### src/rtl/r2fft_pkg.sv
`timescale 1ns / 1ps
// ----------------------------------------------------------------------------
// r2fft_pkg
// Shared types, constants and elaboration-time helpers for the zero-padded
// radix-2 FFT: command struct, status codes, twiddle generation, sample extension, saturation.
// ----------------------------------------------------------------------------
package r2fft_pkg;

  localparam int MaxPointsDefault = 1024;
  localparam int SampleBits       = 16;
  localparam int ValW             = 27;
  localparam int CoefW            = 17;
  localparam int ProdW            = ValW + CoefW;
  localparam int TwW              = 15;
  localparam longint unsigned PiQ30 = 64'd3373259426;

  typedef enum logic [1:0] {
    ST_OK    = 2'd0,
    ST_RANGE = 2'd1,
    ST_EMPTY = 2'd2
  } status_e;

  typedef enum logic [2:0] {
    WSEL_SAMPLE = 3'd0,
    WSEL_ZERO   = 3'd1,
    WSEL_RDATA  = 3'd2,
    WSEL_UA     = 3'd3,
    WSEL_TOP    = 3'd4,
    WSEL_BOT    = 3'd5
  } wsel_e;

  typedef struct packed {
    logic        wr_en;
    wsel_e       wsel;
    logic        cap_a;
    logic        tw_ld;
    logic        mul_en;
    logic        out_ld;
    status_e     res_status;
    logic [10:0] res_points;
    logic        res_ovf;
  } cmd_t;

  function automatic int pow2ceil(input int n);
    int p;
    p = 2;
    while (p < n) p = p * 2;
    return p;
  endfunction

  // Quarter-wave sine entry, Taylor series in unsigned Q30, rounded to Q15
  function automatic logic [TwW-1:0] qsin(input int t, input int rb);
    longint unsigned x;
    longint unsigned x2;
    longint unsigned term;
    longint          sum;
    longint          r;
    x    = (longint'(t) * PiQ30) >> (rb - 1);
    x2   = (x * x) >> 30;
    term = x;
    sum  = longint'(x);
    term = ((term * x2) >> 30) / 64'd6;   sum = sum - longint'(term);
    term = ((term * x2) >> 30) / 64'd20;  sum = sum + longint'(term);
    term = ((term * x2) >> 30) / 64'd42;  sum = sum - longint'(term);
    term = ((term * x2) >> 30) / 64'd72;  sum = sum + longint'(term);
    term = ((term * x2) >> 30) / 64'd110; sum = sum - longint'(term);
    term = ((term * x2) >> 30) / 64'd156; sum = sum + longint'(term);
    term = ((term * x2) >> 30) / 64'd210; sum = sum - longint'(term);
    term = ((term * x2) >> 30) / 64'd272; sum = sum + longint'(term);
    term = ((term * x2) >> 30) / 64'd342; sum = sum - longint'(term);
    term = ((term * x2) >> 30) / 64'd420; sum = sum + longint'(term);
    if (sum < 0) begin
      r = 0;
    end else begin
      r = (sum + 16384) >>> 15;
    end
    if (r > 32767) r = 32767;
    return r[TwW-1:0];
  endfunction

  // Low SampleBits of the port, sign-extended when they fit within the port
  function automatic logic [ValW-1:0] ext_sample(input logic [15:0] s);
    logic [31:0]     w;
    logic [ValW-1:0] r;
    w = {16'b0, s};
    for (int i = 0; i < ValW; i++) begin
      if (i < SampleBits) begin
        r[i] = w[i];
      end else begin
        r[i] = (SampleBits <= 16) ? w[SampleBits-1] : 1'b0;
      end
    end
    return r;
  endfunction

  function automatic logic signed [ValW-1:0] sat27(input logic signed [31:0] v);
    if (v > 32'sd67108863) return 27'sd67108863;
    if (v < -32'sd67108864) return -27'sd67108864;
    return v[ValW-1:0];
  endfunction

endpackage

### src/rtl/r2fft_ctrl.sv
`timescale 1ns / 1ps
// ----------------------------------------------------------------------------
// r2fft_ctrl
// Sequencer: record loading, bin reads, size search, zero padding, bit-reversed
// reordering and butterfly scheduling over the single-port work memory.
// ----------------------------------------------------------------------------
module r2fft_ctrl #(
  parameter int MAX_POINTS = r2fft_pkg::MaxPointsDefault,
  localparam int P2 = r2fft_pkg::pow2ceil(MAX_POINTS),
  localparam int AW = $clog2(P2),
  localparam int RB = (AW < 2) ? 2 : AW,
  localparam int QW = RB - 1
) (
  input  logic                   clk_i,
  input  logic                   rst_ni,
  input  logic                   in_valid_i,
  output logic                   in_stall_o,
  input  logic                   cmd_i,
  input  logic                   last_i,
  input  logic [9:0]             bin_index_i,
  input  logic                   out_full_i,
  output r2fft_pkg::cmd_t        ctl_o,
  output logic [AW-1:0]          raddr_o,
  output logic [AW-1:0]          waddr_o,
  output logic [QW-1:0]          tw_idx_o
);

  localparam int CW  = AW + 1;
  localparam int BTW = $clog2(AW + 1);
  localparam int PW  = (CW > 11) ? CW : 11;
  localparam int BW  = (AW > 10) ? AW : 10;

  typedef enum logic [13:0] {
    S_IDLE   = 14'b00000000000001,
    S_RD     = 14'b00000000000010,
    S_SIZE   = 14'b00000000000100,
    S_PAD    = 14'b00000000001000,
    S_REV_RA = 14'b00000000010000,
    S_REV_RB = 14'b00000000100000,
    S_REV_WA = 14'b00000001000000,
    S_REV_WB = 14'b00000010000000,
    S_BF_RA  = 14'b00000100000000,
    S_BF_RB  = 14'b00001000000000,
    S_BF_M   = 14'b00010000000000,
    S_BF_WA  = 14'b00100000000000,
    S_BF_WB  = 14'b01000000000000,
    S_FIN    = 14'b10000000000000
  } state_e;

  state_e              state_q, state_d;
  logic [CW-1:0]       count_q, count_d;
  logic [CW-1:0]       size_q, size_d;
  logic [BTW-1:0]      bits_q, bits_d;
  logic [BTW-1:0]      stage_q, stage_d;
  logic [CW-1:0]       idx_q, idx_d;
  logic [AW-1:0]       j_q, j_d;
  logic                ready_q, ready_d;
  logic                ovf_q, ovf_d;
  r2fft_pkg::status_e  rdst_q, rdst_d;

  logic                accept;
  logic [CW-1:0]       eff_cnt;
  logic                eff_ovf;
  logic [BW-1:0]       bin_x;
  logic [PW-1:0]       size_x;
  logic [PW-1:0]       bin_p;
  logic [AW-1:0]       fwd, rev_full, rev;
  logic [AW-1:0]       b, mask, top, bot;
  logic [AW+RB-1:0]    tw_full;

  assign in_stall_o = (state_q != S_IDLE) || (cmd_i && out_full_i);
  assign accept     = in_valid_i && !in_stall_o;

  assign eff_cnt = ready_q ? '0 : count_q;
  assign eff_ovf = ready_q ? 1'b0 : ovf_q;
  assign bin_x   = BW'(bin_index_i);
  assign size_x  = PW'(size_q);
  assign bin_p   = PW'(bin_index_i);

  always_comb begin
    fwd = idx_q[AW-1:0];
    for (int k = 0; k < AW; k++) begin
      rev_full[k] = fwd[AW-1-k];
    end
    rev = rev_full >> (BTW'(AW) - bits_q);
  end

  // Butterfly index: insert a zero at the stage bit to get the top leg
  assign b       = idx_q[AW-1:0];
  assign mask    = (AW'(1) << stage_q) - AW'(1);
  assign top     = ((b >> stage_q) << (stage_q + 1'b1)) | (b & mask);
  assign bot     = top | (AW'(1) << stage_q);
  assign tw_full = (AW+RB)'(b & mask) << (RB - 1 - int'(stage_q));
  assign tw_idx_o = tw_full[QW-1:0];

  always_comb begin
    state_d = state_q;
    count_d = count_q;
    size_d  = size_q;
    bits_d  = bits_q;
    stage_d = stage_q;
    idx_d   = idx_q;
    j_d     = j_q;
    ready_d = ready_q;
    ovf_d   = ovf_q;
    rdst_d  = rdst_q;
    raddr_o = idx_q[AW-1:0];
    waddr_o = idx_q[AW-1:0];
    ctl_o            = '0;
    ctl_o.wsel       = r2fft_pkg::WSEL_ZERO;
    ctl_o.res_status = rdst_q;
    ctl_o.res_points = ready_q ? size_x[10:0] : 11'd0;
    ctl_o.res_ovf    = ovf_q;

    unique case (state_q)
      S_IDLE: begin
        raddr_o = bin_x[AW-1:0];
        if (accept) begin
          if (!cmd_i) begin
            if (ready_q) begin
              ready_d = 1'b0;
              size_d  = '0;
            end
            if (eff_cnt < CW'(MAX_POINTS)) begin
              ctl_o.wr_en = 1'b1;
              ctl_o.wsel  = r2fft_pkg::WSEL_SAMPLE;
              waddr_o     = eff_cnt[AW-1:0];
              count_d     = eff_cnt + 1'b1;
              ovf_d       = eff_ovf;
            end else begin
              count_d = eff_cnt;
              ovf_d   = 1'b1;
            end
            if (last_i) begin
              size_d  = CW'(1);
              bits_d  = '0;
              state_d = S_SIZE;
            end
          end else begin
            if (!ready_q) begin
              rdst_d = r2fft_pkg::ST_EMPTY;
            end else if (bin_p >= size_x) begin
              rdst_d = r2fft_pkg::ST_RANGE;
            end else begin
              rdst_d = r2fft_pkg::ST_OK;
            end
            state_d = S_RD;
          end
        end
      end
      S_RD: begin
        ctl_o.out_ld = 1'b1;
        state_d      = S_IDLE;
      end
      S_SIZE: begin
        if (size_q < count_q) begin
          size_d = size_q << 1;
          bits_d = bits_q + 1'b1;
        end else begin
          idx_d   = count_q;
          state_d = S_PAD;
        end
      end
      S_PAD: begin
        if (idx_q < size_q) begin
          ctl_o.wr_en = 1'b1;
          ctl_o.wsel  = r2fft_pkg::WSEL_ZERO;
          idx_d       = idx_q + 1'b1;
        end else begin
          idx_d   = '0;
          state_d = S_REV_RA;
        end
      end
      S_REV_RA: begin
        if (idx_q == size_q) begin
          idx_d   = '0;
          stage_d = '0;
          state_d = (bits_q == '0) ? S_FIN : S_BF_RA;
        end else if (CW'(rev) > idx_q) begin
          j_d     = rev;
          state_d = S_REV_RB;
        end else begin
          idx_d = idx_q + 1'b1;
        end
      end
      S_REV_RB: begin
        raddr_o     = j_q;
        ctl_o.cap_a = 1'b1;
        state_d     = S_REV_WA;
      end
      S_REV_WA: begin
        ctl_o.wr_en = 1'b1;
        ctl_o.wsel  = r2fft_pkg::WSEL_RDATA;
        state_d     = S_REV_WB;
      end
      S_REV_WB: begin
        ctl_o.wr_en = 1'b1;
        ctl_o.wsel  = r2fft_pkg::WSEL_UA;
        waddr_o     = j_q;
        idx_d       = idx_q + 1'b1;
        state_d     = S_REV_RA;
      end
      S_BF_RA: begin
        raddr_o     = top;
        ctl_o.tw_ld = 1'b1;
        state_d     = S_BF_RB;
      end
      S_BF_RB: begin
        raddr_o     = bot;
        ctl_o.cap_a = 1'b1;
        state_d     = S_BF_M;
      end
      S_BF_M: begin
        ctl_o.mul_en = 1'b1;
        state_d      = S_BF_WA;
      end
      S_BF_WA: begin
        ctl_o.wr_en = 1'b1;
        ctl_o.wsel  = r2fft_pkg::WSEL_TOP;
        waddr_o     = top;
        state_d     = S_BF_WB;
      end
      S_BF_WB: begin
        ctl_o.wr_en = 1'b1;
        ctl_o.wsel  = r2fft_pkg::WSEL_BOT;
        waddr_o     = bot;
        state_d     = S_BF_RA;
        if ((idx_q + 1'b1) == (size_q >> 1)) begin
          idx_d = '0;
          if (stage_q == (bits_q - 1'b1)) begin
            state_d = S_FIN;
          end else begin
            stage_d = stage_q + 1'b1;
          end
        end else begin
          idx_d = idx_q + 1'b1;
        end
      end
      S_FIN: begin
        ready_d = 1'b1;
        state_d = S_IDLE;
      end
      default: begin
        state_d = S_IDLE;
      end
    endcase
  end

  always_ff @(posedge clk_i or negedge rst_ni) begin
    if (!rst_ni) begin
      state_q <= S_IDLE;
      count_q <= '0;
      size_q  <= '0;
      bits_q  <= '0;
      stage_q <= '0;
      idx_q   <= '0;
      j_q     <= '0;
      ready_q <= 1'b0;
      ovf_q   <= 1'b0;
      rdst_q  <= r2fft_pkg::ST_EMPTY;
    end else begin
      state_q <= state_d;
      count_q <= count_d;
      size_q  <= size_d;
      bits_q  <= bits_d;
      stage_q <= stage_d;
      idx_q   <= idx_d;
      j_q     <= j_d;
      ready_q <= ready_d;
      ovf_q   <= ovf_d;
      rdst_q  <= rdst_d;
    end
  end

endmodule

### config.mk
export PLATFORM = sky130hd
export DESIGN_NAME = r2fft_ctrl
export DESIGN_NICKNAME = d
export VERILOG_FILES = /design/src/rtl/r2fft_pkg.sv /design/src/rtl/r2fft_ctrl.sv
export SDC_FILE = /design/constraint.sdc
export NUM_CORES = 1
export LEC_CHECK = 0
export BUFFER_PORTS_ARGS = -buffer_cell sky130_fd_sc_hd__buf_2
export CAP_MARGIN = 10
export CORE_ASPECT_RATIO = 0.6
export CORE_MARGIN = 1
export CORE_UTILIZATION = 46
export DETAILED_ROUTE_END_ITERATION = 6
export PLACE_DENSITY = 0.75
export SKIP_LAST_GASP = 1
export SLEW_MARGIN = 40
export SYNTH_ARGS = -nofsm -noshare
export SYNTH_HDL_FRONTEND = slang
export SYNTH_SLANG_ARGS = --single-unit
### constraint.sdc
create_clock -name clk_i -period 4.7 [get_ports clk_i]
set_input_delay 0.235 -clock clk_i [delete_from_list [all_inputs] [get_ports clk_i]]
set_output_delay 0.235 -clock clk_i [all_outputs]
set_load 0.03 [all_outputs]
==> qor.yml <==
drt_first_iter_violations: 1678
rows: 36
async_flop_share_pct: 100
mostFrequentLayoutCells: "nand2_1, nor2_1, o21ai_0, dfrtp_1, buf_2"
slowest_stage: "dfrtp_1"
end_kind: "flop"
syn_avg_cell_area_um2: 7.76
crit_path_max_fanout: 21
area.growth.synth_to_final_pct: 10.6
peakVddDrop_v: 0.000247
syn_inst: 1027
die_x_um: 172
final_area_um2: 8810
vias: 8910
cts_num_sinks: 69
fmax_mhz: 245
dp_slack_ns: 0.730
place.gp.congestion: 1.00
fin_worst_skew_ns: 0.0151
ios: 68
clk_latency_ns: 0.35
p_leak_nw: 3.72
synthTopCellsByArea: "dfrtp_1, ha_1, nand2_1, o21ai_0, a21oi_1"
critical-path-top-delay-family: "compound AO/OA/AOI/OAI gates"
synth_seq_cells: 69
required_ns: 4.92
path_class: "reg2reg"
multiInputGateArea_um2: 5690
synth_cell_types: 93
drv_slew: 0
synth_seq_area_share_pct: 21.7
die_area_um2: 17900
track_usage_pct: 35.7
yosysWarnings: 0
synth_flop_cell: "dfrtp_1"
gr-total-overflow: 0
cts_root_buffer: "clkbuf_16"
wl_per_cell_um: 24.4
status: "finished clean"
drc: 0
cts_buffer_depth: 2
clk_pin_slew_ns: 0.07
cp_cell_sequence: "inv_1 > ha_1 > buf_4 > mux2_2 > o21ai_0 > nor2_1 > o21ai_0 > o31ai_1 > ha_1 > nand4_1 > o31a_1 > o311ai_1 > a21oi_2 > a211oi_4 > buf_4 > o311ai_1 > a22o_1"
routed_via_density: 6.88
worst_slew_pin_slew_ns: 0.797
drt_wl_total_um: 31700
fillers: 1606
syn_nets: 1097
hp-class: "in2reg"
dpl_cell_area_um2: 8490
power.density_nw_per_um2: 423
power_mw: 3.73
core_area_um2: 16600
critical_path.max_stage_delay_ns: 0.44
antenna_found_initial: 0
place_hpwl_um: 24300
register_area_um2: 1730
cts_setup_buffers: 0
hold_violations: 0
synth_area_um2: 7970
antenna_cells: 0
rrSetupSlack_ns: 0.62
grt_max_degree: 70
grt_pass1_wl_um: 48400
setup_viol: 0
yosysTopAreaCell: "dfrtp_1"
io_buffers: 67
cts_tree: "done"
synth_top_area_share_pct: 21.0
rsz0062_at_grt: "no"
drive_gt1_share_pct: 16.5
min_period_ns: 4.08
fin_nets: 1133
synth-edff-count: 0
tns_ns: 0
final.setup.worst_slack_ns: 0.616
start_util_pct: 48.1
cts-buffers-inserted: 9
antenna_left: 0
drv_cap: 0
arrival_ns: 4.31
max_slew_margin_pct: 46.9
layout_commonest_cell: "nand2_1"
grt_pass1_vias: 7853
die_h_um: 104
cp-start-kind: "flop"
htreeDepth: 3
fin_util_pct: 53.2
path_buf_inv: 3
finalCritPeriodShare_pct: 86.9
dr.pass1.iters: 6
## final timing paths
kind,from,to,cells past startpoint
worst max-delay path,bits_q[1],idx_q[7],17
worst min-delay path,last_i,size_q[0],3
worst max register to register,bits_q[1],idx_q[7],17
worst min register to register,rdst_q[1],rdst_q[1],2
max in group asynchronous,rst_ni,stage_q[2],2
min in group asynchronous,rst_ni,count_q[7],2
## cell families after synthesis
logic type      synth area share [%]
simple gates                    26.4
compound gates                  26.7
buf+inv                         7.11
flops                           21.7
fa+ha+maj                       8.47
mux                             6.26
xor+xnor                        3.41
## per-stage QoR
stage | hold WS, ns | cells
2_1_floorplan | -0.0606 | 1027
3_3_place_gp | 0.427 | 1279
3_5_place_dp | 0.302 | 1279
4_1_cts | 0.187 | 1296
5_1_grt | 0.190 | 1296
6_report | 0.202 | 1296
## final cells by class
cell class | instances | share of cell area, %
Clock buffer | 9 | 2.56
Clock inverter | 7 | 0.908
Inverter | 58 | 2.61
Multi-Input combinational cell | 828 | 64.6
Sequential cell | 69 | 19.6
Tap cell | 228 | 3.24
Timing Repair Buffer | 97 | 6.46
## report_power, final
group | internal (mW) | total (mW) | switching (mW)
combinational | 0.719 | 2.10 | 1.38
sequential | 0.683 | 0.888 | 0.205
clock | 0.418 | 0.736 | 0.318
## repair_timing
item	4_1_cts	5_1_grt
resized for setup	0	0
hold endpoints to repair	67	0
hold buffers	1	0
## synth_stat cells (all sizes together), types with 9 or more instances
| cell type | count |
|---|---|
| a211oi | 12 |
| a21oi | 58 |
| a22o | 12 |
| a22oi | 10 |
| a31oi | 15 |
| a32oi | 13 |
| and4 | 12 |
| buf | 35 |
| clkbuf | 37 |
| dfrtp | 67 |
| ha | 54 |
| inv | 55 |
| mux2 | 14 |
| mux2i | 18 |
| nand2 | 125 |
| nand2b | 12 |
| nand3 | 44 |
| nand4 | 11 |
| nor2 | 78 |
| nor2b | 18 |
| nor3 | 23 |
| nor4 | 12 |
| o211ai | 14 |
| o21ai | 76 |
| o22ai | 9 |
| o311ai | 10 |
| o31ai | 14 |
| xnor2 | 19 |
| xor2 | 12 |
## worst reg2reg max path, cell delays in order (launching register included)
cell and delay (ns):
dfrtp_1 0.44, inv_1 0.07, ha_1 0.27, buf_4 0.21, mux2_2 0.37, o21ai_0 0.25, nor2_1 0.06, o21ai_0 0.18
o31ai_1 0.13, ha_1 0.33, nand4_1 0.09, o31a_1 0.33, o311ai_1 0.12, a21oi_2 0.14, a211oi_4 0.25, buf_4 0.30
o311ai_1 0.16, a22o_1 0.27
## state kept, by name, summed over array words and instances, names as in the netlist, 2 cells and up
signal,count
bits_q,4
count_q,11
idx_q,11
j_q,10
rdst_q,2
size_q,11
stage_q,4
state_q,14
## routing by layer
layer  up-vias  track usage, %  wire [um]
li1       3915               -          -
met1      4275            55.1      14200
met2       665            45.4      11900
met3        55            13.2       4920
met4         0            7.84        707
met5         -               0          0
Note: power is estimated with default switching activity, not from simulation.
